===== src/sv/assert_macros.svh =====
// Assertion macros shared by the decoder RTL; empty when SYNTH is defined.
`ifndef ASSERT_MACROS_SVH
`define ASSERT_MACROS_SVH

`ifndef SYNTH
// Property that must hold at every clock edge outside reset.
`define ASSERT_CLK(label, clk, rst_n, prop, msg) \
	label: assert property (@(posedge clk) disable iff (!rst_n) prop) \
		else $error(msg);
// Condition that must never be seen at a clock edge outside reset.
`define ASSERT_NEVER(label, clk, rst_n, cond, msg) \
	label: assert property (@(posedge clk) disable iff (!rst_n) !(cond)) \
		else $error(msg);
`else
`define ASSERT_CLK(label, clk, rst_n, prop, msg)
`define ASSERT_NEVER(label, clk, rst_n, cond, msg)
`endif

`endif


===== src/sv/u8d_pkg.sv =====
// Package with the constants and types of the lenient UTF-8 decoder.
`default_nettype none

package u8d_pkg;

	localparam int BYTE_W = 8;
	localparam int CP_W = 21;
	localparam int MAX_RES = 4;
	localparam int CNT_W = 3;

	// Lead byte thresholds and payload masks.
	localparam logic [BYTE_W-1:0] LEAD2_MIN = 8'hC0;
	localparam logic [BYTE_W-1:0] LEAD3_MIN = 8'hE0;
	localparam logic [BYTE_W-1:0] LEAD4_MIN = 8'hF0;
	localparam logic [BYTE_W-1:0] LEAD2_MASK = 8'h1F;
	localparam logic [BYTE_W-1:0] LEAD3_MASK = 8'h0F;
	localparam logic [BYTE_W-1:0] LEAD4_MASK = 8'h07;
	localparam logic [1:0] CONT_TAG = 2'b10;

	// Continuations needed in total by an open sequence.
	localparam logic [1:0] NEED_NONE = 2'd0;
	localparam logic [1:0] NEED_ONE = 2'd1;
	localparam logic [1:0] NEED_TWO = 2'd2;
	localparam logic [1:0] NEED_THREE = 2'd3;

	typedef logic [CP_W-1:0] cp_t;

	// All results caused by one input byte, in emission order.
	typedef struct packed {
		logic [CNT_W-1:0] n;
		logic fin;
		cp_t [MAX_RES-1:0] cps;
	} batch_t;

endpackage

`default_nettype wire


===== src/sv/u8d_in_if.sv =====
// Byte channel into the decoder: one raw text byte per beat.
`default_nettype none

interface u8d_in_if;
	logic valid;
	logic ready;
	logic [7:0] in_byte;
	logic is_final;

	modport source (output valid, output in_byte, output is_final, input ready);
	modport sink (input valid, input in_byte, input is_final, output ready);
endinterface

`default_nettype wire


===== src/sv/u8d_out_if.sv =====
// Code point channel out of the decoder: one result per beat.
`default_nettype none

interface u8d_out_if;
	logic valid;
	logic ready;
	logic [20:0] code_point;
	logic run_end;
	logic text_end;

	modport source (output valid, output code_point, output run_end, output text_end,
		input ready);
	modport sink (input valid, input code_point, input run_end, input text_end,
		output ready);
endinterface

`default_nettype wire


===== src/sv/u8d_decode.sv =====
// Sequence state and the single-pass decode of one byte into a batch of results.
`default_nettype none
`include "assert_macros.svh"

module u8d_decode
	import u8d_pkg::*;
(
	input wire logic clk,
	input wire logic arst_n,
	input wire logic adv,
	input wire logic [BYTE_W-1:0] byte_val,
	input wire logic fin,
	output batch_t batch
);

	logic [BYTE_W-1:0] lead_q;
	logic [1:0] exp_q;
	logic [1:0] seen_q;
	cp_t part_q;
	logic [BYTE_W-1:0] held_q [2];

	logic [BYTE_W-1:0] n_lead;
	logic [1:0] n_exp;
	logic [1:0] n_seen;
	cp_t n_part;
	logic [BYTE_W-1:0] n_held [2];

	// Work out every result of the byte and the state it leaves behind.
	always_comb begin
		logic [CNT_W-1:0] k;
		logic fresh;
		logic is_cont;
		cp_t cat;
		batch = '0;
		k = '0;
		fresh = 1'b0;
		is_cont = (byte_val[7:6] == CONT_TAG);
		cat = {part_q[CP_W-7:0], byte_val[5:0]};
		n_lead = lead_q;
		n_exp = exp_q;
		n_seen = seen_q;
		n_part = part_q;
		n_held = held_q;
		if (exp_q != NEED_NONE) begin
			if (is_cont) begin
				n_part = cat;
				if (({1'b0, seen_q} + 3'd1) >= {1'b0, exp_q}) begin
					batch.cps[k[1:0]] = cat;
					k = k + 3'd1;
					n_exp = NEED_NONE;
					n_seen = 2'd0;
					n_part = '0;
				end else begin
					n_held[seen_q[0]] = byte_val;
					n_seen = seen_q + 2'd1;
				end
			end else begin
				// A broken sequence goes out raw before the byte is handled anew.
				batch.cps[k[1:0]] = cp_t'(lead_q);
				k = k + 3'd1;
				if (seen_q >= 2'd1) begin
					batch.cps[k[1:0]] = cp_t'(held_q[0]);
					k = k + 3'd1;
				end
				if (seen_q >= 2'd2) begin
					batch.cps[k[1:0]] = cp_t'(held_q[1]);
					k = k + 3'd1;
				end
				n_exp = NEED_NONE;
				n_seen = 2'd0;
				n_part = '0;
				fresh = 1'b1;
			end
		end else begin
			fresh = 1'b1;
		end
		// A byte outside any sequence either opens one or passes through.
		if (fresh) begin
			if (byte_val >= LEAD2_MIN) begin
				n_lead = byte_val;
				n_seen = 2'd0;
				if (byte_val >= LEAD4_MIN) begin
					n_part = cp_t'(byte_val & LEAD4_MASK);
					n_exp = NEED_THREE;
				end else if (byte_val >= LEAD3_MIN) begin
					n_part = cp_t'(byte_val & LEAD3_MASK);
					n_exp = NEED_TWO;
				end else begin
					n_part = cp_t'(byte_val & LEAD2_MASK);
					n_exp = NEED_ONE;
				end
			end else begin
				batch.cps[k[1:0]] = cp_t'(byte_val);
				k = k + 3'd1;
			end
		end
		// A sequence cut short by the end of the text goes out raw.
		if (fin && (n_exp != NEED_NONE)) begin
			batch.cps[k[1:0]] = cp_t'(n_lead);
			k = k + 3'd1;
			if (n_seen >= 2'd1) begin
				batch.cps[k[1:0]] = cp_t'(n_held[0]);
				k = k + 3'd1;
			end
			if (n_seen >= 2'd2) begin
				batch.cps[k[1:0]] = cp_t'(n_held[1]);
				k = k + 3'd1;
			end
			n_exp = NEED_NONE;
			n_seen = 2'd0;
			n_part = '0;
		end
		batch.n = k;
		batch.fin = fin;
	end

	// Sequence state advances once per byte.
	always_ff @(posedge clk or negedge arst_n) begin
		if (!arst_n) begin
			lead_q <= '0;
			exp_q <= NEED_NONE;
			seen_q <= 2'd0;
			part_q <= '0;
		end else if (adv) begin
			lead_q <= n_lead;
			exp_q <= n_exp;
			seen_q <= n_seen;
			part_q <= n_part;
		end
	end

	// Held continuation bytes are only read below the seen count.
	always_ff @(posedge clk) begin
		if (adv) begin
			held_q <= n_held;
		end
	end

	`ASSERT_NEVER(a_seen_below_exp, clk, arst_n,
		(exp_q != NEED_NONE) && (seen_q >= exp_q), "continuation count overran sequence")
	`ASSERT_CLK(a_fin_closes, clk, arst_n, (adv && fin) |=> (exp_q == NEED_NONE),
		"sequence left open after final byte")
	`ASSERT_CLK(a_fin_emits, clk, arst_n, (adv && fin) |-> (batch.n != 3'd0),
		"final byte produced no result")

endmodule

`default_nettype wire


===== src/sv/u8d_outbuf.sv =====
// Result register that holds one byte's batch and sends it out a beat at a time.
`default_nettype none
`include "assert_macros.svh"

module u8d_outbuf
	import u8d_pkg::*;
(
	input wire logic clk,
	input wire logic arst_n,
	input wire logic load,
	input wire batch_t batch,
	output logic free,
	output logic out_valid,
	input wire logic out_ready,
	output cp_t out_cp,
	output logic out_run_end,
	output logic out_text_end
);

	cp_t cp_q [MAX_RES];
	logic [CNT_W-1:0] cnt_q;
	logic fin_q;
	logic take;

	assign take = out_valid && out_ready;
	assign free = (cnt_q == '0) || ((cnt_q == CNT_W'(1)) && out_ready);

	// The head entry is always the next beat out.
	assign out_valid = (cnt_q != '0);
	assign out_cp = cp_q[0];
	assign out_run_end = (cnt_q == CNT_W'(1));
	assign out_text_end = out_run_end && fin_q;

	// Result count and text end flag.
	always_ff @(posedge clk or negedge arst_n) begin
		if (!arst_n) begin
			cnt_q <= '0;
			fin_q <= 1'b0;
		end else if (load) begin
			cnt_q <= batch.n;
			fin_q <= batch.fin;
		end else if (take) begin
			cnt_q <= cnt_q - CNT_W'(1);
		end
	end

	// Results shift towards the head as beats leave.
	always_ff @(posedge clk) begin
		if (load) begin
			for (int i = 0; i < MAX_RES; i++) begin
				cp_q[i] <= batch.cps[i];
			end
		end else if (take) begin
			for (int i = 0; i < MAX_RES - 1; i++) begin
				cp_q[i] <= cp_q[i + 1];
			end
		end
	end

	`ASSERT_NEVER(a_cnt_range, clk, arst_n, cnt_q > CNT_W'(MAX_RES),
		"result count above batch size")
	`ASSERT_CLK(a_load_when_free, clk, arst_n, load |-> free,
		"batch loaded over pending results")
	`ASSERT_CLK(a_drain_empty, clk, arst_n, (take && out_run_end && !load) |=> !out_valid,
		"buffer not empty after its last beat")

endmodule

`default_nettype wire


===== src/sv/utf8_lenient_decoder_core.sv =====
// Top level of the lenient UTF-8 decoder: input register, decode and result buffer.
//
// The text channel takes one byte per beat, with is_final on the last byte of a
// text. The points channel gives one code point per beat; run_end marks the last
// result caused by a byte, text_end the last result of a text.
// An accepted byte is held in the input register and decoded in one pass into all
// of its results. Those results are loaded into the result register once it is
// free, and the first result beat leaves from there. A byte that only opens or
// extends a sequence gives no beat at all. Throughput is one byte per cycle while
// each byte gives at most one result and the receiver takes every beat. A byte
// that gives more than one result (up to four, on a broken or cut-short sequence)
// holds the result buffer until its last beat is taken; intake stalls meanwhile.
// When the receiver stalls, the result buffer keeps its beats and the input
// register still takes one more byte, if it is empty, before text.ready falls.
// Reset empties both registers and closes any open sequence.
`default_nettype none

module utf8_lenient_decoder_core
	import u8d_pkg::*;
(
	input wire logic clk,
	input wire logic arst_n,
	u8d_in_if.sink text,
	u8d_out_if.source points
);

	logic v_s1;
	logic [BYTE_W-1:0] byte_s1;
	logic fin_s1;
	logic adv;
	logic free;
	batch_t batch;

	assign adv = v_s1 && free;
	assign text.ready = !v_s1 || adv;

	// Input register.
	always_ff @(posedge clk or negedge arst_n) begin
		if (!arst_n) begin
			v_s1 <= 1'b0;
		end else if (text.ready) begin
			v_s1 <= text.valid;
		end
	end

	always_ff @(posedge clk) begin
		if (text.ready && text.valid) begin
			byte_s1 <= text.in_byte;
			fin_s1 <= text.is_final;
		end
	end

	u8d_decode u_decode (
		.clk (clk),
		.arst_n (arst_n),
		.adv (adv),
		.byte_val (byte_s1),
		.fin (fin_s1),
		.batch (batch)
	);

	u8d_outbuf u_outbuf (
		.clk (clk),
		.arst_n (arst_n),
		.load (adv),
		.batch (batch),
		.free (free),
		.out_valid (points.valid),
		.out_ready (points.ready),
		.out_cp (points.code_point),
		.out_run_end (points.run_end),
		.out_text_end (points.text_end)
	);

endmodule

`default_nettype wire

===== src/flat_wrapper.sv =====
// flat-port wrapper written by rule: the top's interface ports become plain ports
module utf8_lenient_decoder_core_flat import u8d_pkg::*;
  (clk, arst_n, text_valid, text_in_byte, text_is_final, text_ready, points_valid, points_code_point, points_run_end, points_text_end, points_ready);
  u8d_in_if text_i ();
  u8d_out_if points_i ();
  input wire logic clk;
  input wire logic arst_n;
  input wire logic [$bits(text_i.valid)-1:0] text_valid;
  input wire logic [$bits(text_i.in_byte)-1:0] text_in_byte;
  input wire logic [$bits(text_i.is_final)-1:0] text_is_final;
  output wire logic [$bits(text_i.ready)-1:0] text_ready;
  output wire logic [$bits(points_i.valid)-1:0] points_valid;
  output wire logic [$bits(points_i.code_point)-1:0] points_code_point;
  output wire logic [$bits(points_i.run_end)-1:0] points_run_end;
  output wire logic [$bits(points_i.text_end)-1:0] points_text_end;
  input wire logic [$bits(points_i.ready)-1:0] points_ready;
  assign text_i.valid = text_valid;
  assign text_i.in_byte = text_in_byte;
  assign text_i.is_final = text_is_final;
  assign text_ready = text_i.ready;
  assign points_valid = points_i.valid;
  assign points_code_point = points_i.code_point;
  assign points_run_end = points_i.run_end;
  assign points_text_end = points_i.text_end;
  assign points_i.ready = points_ready;
  utf8_lenient_decoder_core u_core (.clk(clk), .arst_n(arst_n), .text(text_i), .points(points_i));
endmodule

===== config.mk =====
export PLATFORM = sky130hd
export DESIGN_NAME = utf8_lenient_decoder_core_flat
export DESIGN_NICKNAME = d
export VERILOG_FILES = /design/src/sv/u8d_pkg.sv /design/src/sv/u8d_in_if.sv /design/src/sv/u8d_out_if.sv /design/src/sv/u8d_decode.sv /design/src/sv/u8d_outbuf.sv /design/src/sv/utf8_lenient_decoder_core.sv /design/src/flat_wrapper.sv
export VERILOG_INCLUDE_DIRS = /design/src /design/src/sv
export SDC_FILE = /design/constraint.sdc
export NUM_CORES = 1
export LEC_CHECK = 0
export BUFFER_PORTS_ARGS = -buffer_cell sky130_fd_sc_hd__buf_2
export CAP_MARGIN = 25
export CORE_MARGIN = 2
export CORE_UTILIZATION = 52
export CTS_BUF_LIST = sky130_fd_sc_hd__clkbuf_8 sky130_fd_sc_hd__clkbuf_16
export DETAILED_ROUTE_END_ITERATION = 8
export GPL_ROUTABILITY_DRIVEN = 0
export PLACE_DENSITY = 0.75
export SYNTH_ARGS = -nofsm -noshare
export SYNTH_HDL_FRONTEND = slang
export SYNTH_SLANG_ARGS = --single-unit

===== constraint.sdc =====
create_clock -name clk -period 6.1 [get_ports clk]
set_input_delay 0.305 -clock clk [delete_from_list [all_inputs] [get_ports clk]]
set_output_delay 0.305 -clock clk [all_outputs]
set_load 0.02 [all_outputs]

==> results.md <==
- Status: completed
- Ys async rst share: 0.3137
- Multi-input logic area: 2955 um^2
- Commonest cells post-synth: 70 x edfxtp_1, 66 x nand2_1, 43 x o21ai_0
- LEAKAGE: 2.596 nW
- Design Area, Final: 6715 um^2
- Net Sw Frac: 0.4472
- Sequential fraction of the synthesis area: 0.4773
- Worst Path Buf+Inv: 2
- Fin. Hold Viols: 0
- Post-cts resize count: 0
- 1st-iter DRT viols: 698
- Logic pwr share: 0.467
- CP endpoint kind: register
- Synth Flop Type: edfxtp_1
- Number of global-route vias before repair: between 5000 and 6000
- Port Buffer Count: 37
- Worst-skew pair later-pin latency: 350 ps
- # hold bufs at CTS: 0
- Leading area contributor after synthesis: edfxtp_1
- Slew HR: 0.3740
- Core region area: 11420 um^2
- Internal power: roughly 1.9 mW
- Synth cell types: 61
- CTS H-tree lvls: 3
- Share of total power in the clock network: 0.168
- Row count: 39
- RSZ-0062 raised after global routing: no
- Largest net degree at the start of global routing: 41
- Top-count cell post-synth: edfxtp_1
- Cells along the critical path: inv_1 > fa_1 > nor2_1 > a21oi_1 > nor2_1 > o21a_1 > ha_1 > nand2_1 > o211ai_1 > inv_1 > ha_1 > o21ai_0 > a21oi_1 > nor3b_1 > a222oi_1 > o311ai_1
- Setup TNS: 0 ps
- Post-Syn Instances: 605
- CTS Buf Count: 9
- Final setup viols: 0
- Synth warnings: 0
- Max-Cap Viols: 0
- Placed cell area: 6377 um^2
- Layout cells sized above 1: 0.1537
- Avg Cell Area, Syn: 10.05 um^2
- Drt wl/cell: 23.14 um
- Worst-Margin Slew: 935.6 ps
- Count of final max-slew check failures: 0
- Routed Antenna Nets: 0
- Min Clock Period, post-route: 5059 ps
- Final hold slack: 0.3614 ps
- Final nets: 657
- Detail Placement HPWL: 12440 um
- Max VDD drop: around 0.25 mV
- Clk buf depth: 2
- CP max FO: 13
- Total GRT Usage: 0.2859
- Pwr Density: 509.1 nW/um^2
- EDFF count, synth: 70
- Max Freq: 197.7 MHz
- DR pass1 iterations: 6
- Crit Path Category: reg2reg
- Yosys top cell area share: 0.3456
- Congestion Overflow GR: 0
- Flop pwr share: 0.365
- CP max stage delay: 660 ps
- HP Class: in2async
- Nature of the critical path startpoint: register
- CTS sink count: 102
- Cell Area, Synth: 6082 um^2
- Initial Utilization: 0.5327
- Period utilization: 0.8293
- Layout area overhead: 10.41%
- Vias/cell: 7.023
- Die height: approximately 110 um
- Syn_nets: 636
- Fillers: 946
- Postcts setup bufs: 0
- Largest cells by area after synthesis: edfxtp_1 35%, dfrtp_1 13%, nand2_1 4.1%
- Die width: 112.2 um
- Clk root buf: clkbuf_16
- Critical path arrival: between 5000 and 6000 ps
- CTS tree: built
- DR vias: 5436
- Yosys reg bits: 102
- IO Pins: 38
- Clk slew on worst S/H paths: ~70 ps
- First-pass GRT wire length: 28000 um
- Worst Skew: approximately 7.2 ps
- Die area: 12580 um^2
- Switching Power: 1.529 mW
- Critical path's top delay family: compound AO/OA/AOI/OAI gates
- Initial antenna violation count: 0
- DR DRC count: 0
- N_diodes: 0
- Register area: 2903 um^2
- CP max stage cell: a21oi_1
- Aggregate routed wire length: 17910 um
- Required @ worst endpoint: 6180 ps
## flip-flops by register name (all words and copies together), names as in the netlist
signal                  cells
u_core.u_decode.held_q     16
u_core.u_outbuf.fin_q       1
u_core.u_outbuf.cnt_q       3
u_core.u_outbuf.cp_q       45
u_core.u_decode.lead_q      8
u_core.u_decode.seen_q      2
u_core.fin_s1               1
u_core.u_decode.exp_q       2
u_core.byte_s1              8
u_core.u_decode.part_q     15
u_core.v_s1                 1
## placed cells by master (no fill, tap or decap), types with 6 or more instances in the layout
cell / Yosys / final
edfxtp_1: 70 / 70
nand2_1: 66 / 66
o21ai_0: 43 / 43
buf_2: 5 / 37
dfrtp_1: 32 / 32
nand3_1: 27 / 27
a21oi_1: 26 / 26
nor2_1: 24 / 24
o211ai_1: 21 / 21
mux2_2: 17 / 17
a22o_1: 17 / 17
ha_1: 17 / 17
inv_1: 16 / 16
and2_1: 16 / 16
nand2b_1: 15 / 15
a22oi_1: 13 / 13
mux2i_1: 10 / 10
a211oi_1: 10 / 10
a31oi_1: 10 / 10
clkbuf_16: 0 / 10
buf_4: 2 / 10
nor3_1: 9 / 9
nand4_1: 8 / 8
and2_0: 7 / 7
nor2b_1: 6 / 6
## area by class of cell
class	instances	area share
inverters	16	0.008944
flip-flops and latches	102	0.4323
multi-input cells	447	0.4401
clock buffers	11	0.03931
well taps	143	0.02664
clock inverters	5	0.005776
repair buffers	50	0.04695
## routing by layer
metal | vias up | part of all wire | global-route usage
li1 | 2355 | - | -
met1 | 2538 | 0.38 | 0.3931
met2 | 439 | 0.44 | 0.4325
met3 | 104 | 0.12 | 0.06317
met4 | 0 | 0.055 | 0.1390
met5 | - | 0 | 0
## power by group through the flow
stage               Combinational (mW)  Clock, mW  Sequential [mW]
global route                      1.70      0.611             1.27
floorplan                         1.04          0             1.22
global placement                  1.47          0             1.24
finish                            1.60      0.575             1.25
CTS                               1.53      0.581             1.24
detailed placement                1.52          0             1.25
## cell families after synthesis
logic type / count (synthesis) / synth area share
DFF: 102 / 0.4773
AOI/OAI and AO/OA: 200 / 0.2314
adders and majority gates: 18 / 0.03826
and+or+nand+nor: 200 / 0.1654
muxes: 27 / 0.04793
buffers and inverters: 56 / 0.03682
xor gates and xnor gates: 2 / 0.002881
## final timing paths
kind	startpoint	end	slack, ps	cells past startpoint
min in group clk	text_in_byte[7]	u_core.byte_s1[7]	130	1
max in group asynchronous	arst_n	u_core.u_decode.part_q[11]	5650	1
setup reg to reg	u_core.u_decode.seen_q[0]	u_core.u_outbuf.cp_q[0][1]	1040	16
hold / removal	arst_n	u_core.u_decode.part_q[10]	0.4	1
setup / recovery	u_core.u_decode.seen_q[0]	u_core.u_outbuf.cp_q[0][1]	1040	16
hold reg to reg	u_core.u_outbuf.fin_q	u_core.u_outbuf.fin_q	500	2
## per-stage QoR
| stage | util | setup WS [ps] | instances | power [mW] |
|---|---|---|---|---|
| 6_report | 0.5881 | 1041 | 774 | 3.418 |
| 5_1_grt | 0.5881 | 731.4 | 774 | 3.580 |
| 4_1_cts | 0.5850 | 1158 | 771 | 3.344 |
| 3_5_place_dp | 0.5585 | 1152 | 755 | 2.765 |
| 3_3_place_gp | 0.5554 | 1417 | 753 | 2.708 |
| 2_1_floorplan | - | 1938 | 605 | 2.260 |
(Power assumes the default switching activity.)
